## src/hdl/hhs_ram.sv

```systemverilog
`timescale 1ns / 1ps
module hhs_ram #(
	parameter int WIDTH = 8,
	parameter int DEPTH = 64
) (
	input logic clk,
	input logic we,
	input logic [$clog2(DEPTH > 1 ? DEPTH : 2)-1:0] waddr,
	input logic [WIDTH-1:0] wdata,
	input logic [$clog2(DEPTH > 1 ? DEPTH : 2)-1:0] raddr,
	output logic [WIDTH-1:0] rdata
);
	logic [WIDTH-1:0] mem [DEPTH];

	always_ff @(posedge clk) begin
		if (we) begin
			mem[waddr] <= wdata;
		end
		rdata <= mem[raddr];
	end
endmodule

```

## config.mk

```make
export PLATFORM = sky130hd
export DESIGN_NAME = hhs_ram
export DESIGN_NICKNAME = d
export VERILOG_FILES = /design/src/hdl/hhs_ram.sv
export SDC_FILE = /design/constraint.sdc
export NUM_CORES = 1
export LEC_CHECK = 0
export ABC_CLOCK_PERIOD_IN_PS = 2300
export BUFFER_PORTS_ARGS = -buffer_cell sky130_fd_sc_hd__clkbuf_2
export CAP_MARGIN = 40
export CORE_ASPECT_RATIO = 1.75
export CORE_UTILIZATION = 55
export DETAILED_ROUTE_END_ITERATION = 10
export PLACE_DENSITY = 0.81
export SETUP_SLACK_MARGIN = 0.3
export SLEW_MARGIN = 30
export SYNTH_ARGS = -nofsm -noshare
export SYNTH_HDL_FRONTEND = slang
export SYNTH_SLANG_ARGS = --single-unit
```

## constraint.sdc

```tcl
create_clock -name clk -period 2.3 [get_ports clk]
set_input_delay 0 -clock clk [delete_from_list [all_inputs] [get_ports clk]]
set_output_delay 0 -clock clk [all_outputs]
set_load 0.02 [all_outputs]
```

==> results_dict.tcl <==
set metrics [dict create \
    status "finished, final reports clean" \
    die_w_um 146.8 \
    cts_root_buf "clkbuf_16" \
    finalSetupViolations 0 \
    ant_nets 0 \
    ys_ff_latch 520 \
    dieArea_um2 37470 \
    post_cts_buffers 0 \
    power_leakage_nw 7.372 \
    wl_per_cell_um 29.04 \
    ys_seq_area_frac 0.7703 \
    synthFlopType "edfxtp_1" \
    grt_usage 0.2547 \
    finalCritPeriodShare 0.8595 \
    syn_inst 940 \
    grt_max_degree 65 \
    clock_path_buffers 3 \
    ff2ff_path_depth 6 \
    drive_gt1_frac 0.3110 \
    finalHoldViolCount 0 \
    htree_levels 2 \
    synth_area_per_cell_um2 21.45 \
    critical_path_class "reg2reg" \
    crit_path_end_kind "register" \
    slew_viol_final 0 \
    cts_buffers 43 \
    rsz0062_at_grt "yes" \
    synth_common_cells "edfxtp_1, mux4_2, nor2_1" \
    maxSlewHeadroom 0.4170 \
    hold_path.class "in2reg" \
    syn_nets 962 \
    crit_path_end "rdata[4]" \
    via_per_inst 6.400 \
    multiInputGateArea_um2 4380 \
    initialDrtViolationCount 1177 \
    initial_core_util 0.5597 \
    drcViolationCount 0 \
    num-fill-cells 2272 \
    vdd_drop_max_uv 544.3 \
    clkLatencyLatePin_ps 550 \
    first_global_vias 10560 \
    die_height_um 255.3 \
    drt-pass1-iter-count 5 \
    vias 10070 \
    whs_path_depth 3 \
    cp-start-kind "register" \
    cap_violations 0 \
    fin_setup_tns_ps 0 \
    core.rowCount 92 \
    tightestPinTransition_ps 874.5 \
    yosys_warnings 0 \
    netlist_area_um2 20170 \
    synthDistinctLibCells 40 \
    placed_area_um2 21450 \
    clock.fmax_mhz 505.8 \
    clkTransAtPathRegs_ps 70 \
    antenna_found_initial 1 \
    synth.most_common_cell "edfxtp_1" \
    grt_pass1_wl_um 68180 \
    nets 1093 \
    hold_ws_ps 46.71 \
    gr-total-overflow 0 \
    regToRegSetupSlack_ps 320 \
    postSynth.asyncResetShare 0 \
    numPortBuffers 29 \
    place_congestion 0.8968 \
    design_area_um2 22980 \
    synth_top_area_cell "edfxtp_1" \
    routed_wl_um 45710 \
    crit_path_start "mem[29][4]" \
    io_pins 30 \
    cts.sinks 520 \
    area_growth_pct 13.95 \
    synth-edff-count 512 \
    core_um2 36030 \
    required_ps 2710 \
    reg2reg_to "rdata[4]" \
    cts_tree "yes" \
    synth_top_cell_area_share 0.7624 \
    reg2reg_from "mem[29][4]" \
    cp_max_fo 1 \
    post-route-min-period_ps 1977 \
    regArea_um2 15530 \
    cp_data_arrival_time_ps 2390 \
    p_per_area_nw_per_um2 828.1 \
    fin_skew_ps 15.02 \
    hpwl_um 29770 \
    synth.area.top_cells "edfxtp_1, mux4_2, nor2_1" \
]
==> critical path, cell delays in order (launching register included) <==
cell,delay [ps]
edfxtp_1,390
mux4_2,490
mux2_4,280
o221a_4,330
nor3_4,140
buf_6,130
o32ai_4,70
==> layout by cell type, fill, tap and decap left out, types with 7 or more instances in the layout <==
| cell type | instances |
|---|---|
| edfxtp_1 | 512 |
| mux2i_1 | 23 |
| clkbuf_16 | 45 |
| o22ai_1 | 8 |
| o221ai_1 | 8 |
| clkinv_2 | 8 |
| nor2b_1 | 14 |
| mux4_2 | 126 |
| clkbuf_1 | 9 |
| mux2_2 | 11 |
| nand2_1 | 19 |
| dfxtp_1 | 8 |
| nand3_1 | 13 |
| nand2b_1 | 7 |
| clkbuf_2 | 26 |
| buf_4 | 101 |
| nor2_1 | 81 |
==> worst min-delay path by stage <==
| stage | endpoint | slack [ps] | startpoint |
|---|---|---|---|
| 2_1_floorplan | mem[0][0] | 100 | wdata[0] |
| 3_3_place_gp | rdata[4] | 420 | rdata[4] |
| 3_5_place_dp | rdata[4] | 420 | rdata[4] |
| 4_1_cts | mem[55][7] | 10 | waddr[2] |
| 5_1_grt | mem[55][7] | 50 | waddr[2] |
| 6_report | mem[55][7] | 50 | waddr[2] |
==> area by class of cell <==
class | count | area share
clock buffer | 54 | 0.05047
multi-input combinational | 369 | 0.1906
timing repair buffer | 137 | 0.04541
tap | 470 | 0.02559
sequential | 520 | 0.6760
clock inverter | 23 | 0.01176
antenna | 1 | 0.0001089
==> logic make-up after synthesis <==
family	synth area share
AOI/OAI and AO/OA	0.02072
buffers and inverters	0.01570
muxes	0.1594
DFF	0.7703
and+or+nand+nor	0.03387
==> state kept, by name, indices dropped and copies added (netlist names) <==
name,flops
rdata,8
mem,512
==> through the flow <==
step                cells  total power [mW]  setup WS, ps    util
global placement     1493             11.70         117.1  0.5953
finish               1574             19.03         323.1  0.6378
CTS                  1573             19.11         302.2  0.6365
floorplan             940             11.29         607.8       -
detailed placement   1493             11.73         135.6  0.5953
global route         1573             19.51         273.5  0.6377
==> per-layer routing <==
layer / track usage / vias up / routed length, um
li1: - / 4176 / -
met1: 0.2947 / 5210 / 15180
met2: 0.4531 / 569 / 24860
met3: 0.03518 / 118 / 3076
met4: 0.1418 / 0 / 2590
met5: 0 / - / 0
==> repair_timing <==
action,in CTS,in global routing
pin swaps,1,3
endpoints found under the setup margin,2,2
hold buffers,3,0
hold endpoints to repair,4,0
gates resized for setup,4,8
==> where the power goes <==
part	total (mW)	internal (mW)	switching, mW
combinational	1.05	0.410	0.640
sequential	10.5	10.5	0.0289
clock	7.47	4.26	3.21
Note: power is estimated with default switching activity, not from simulation.
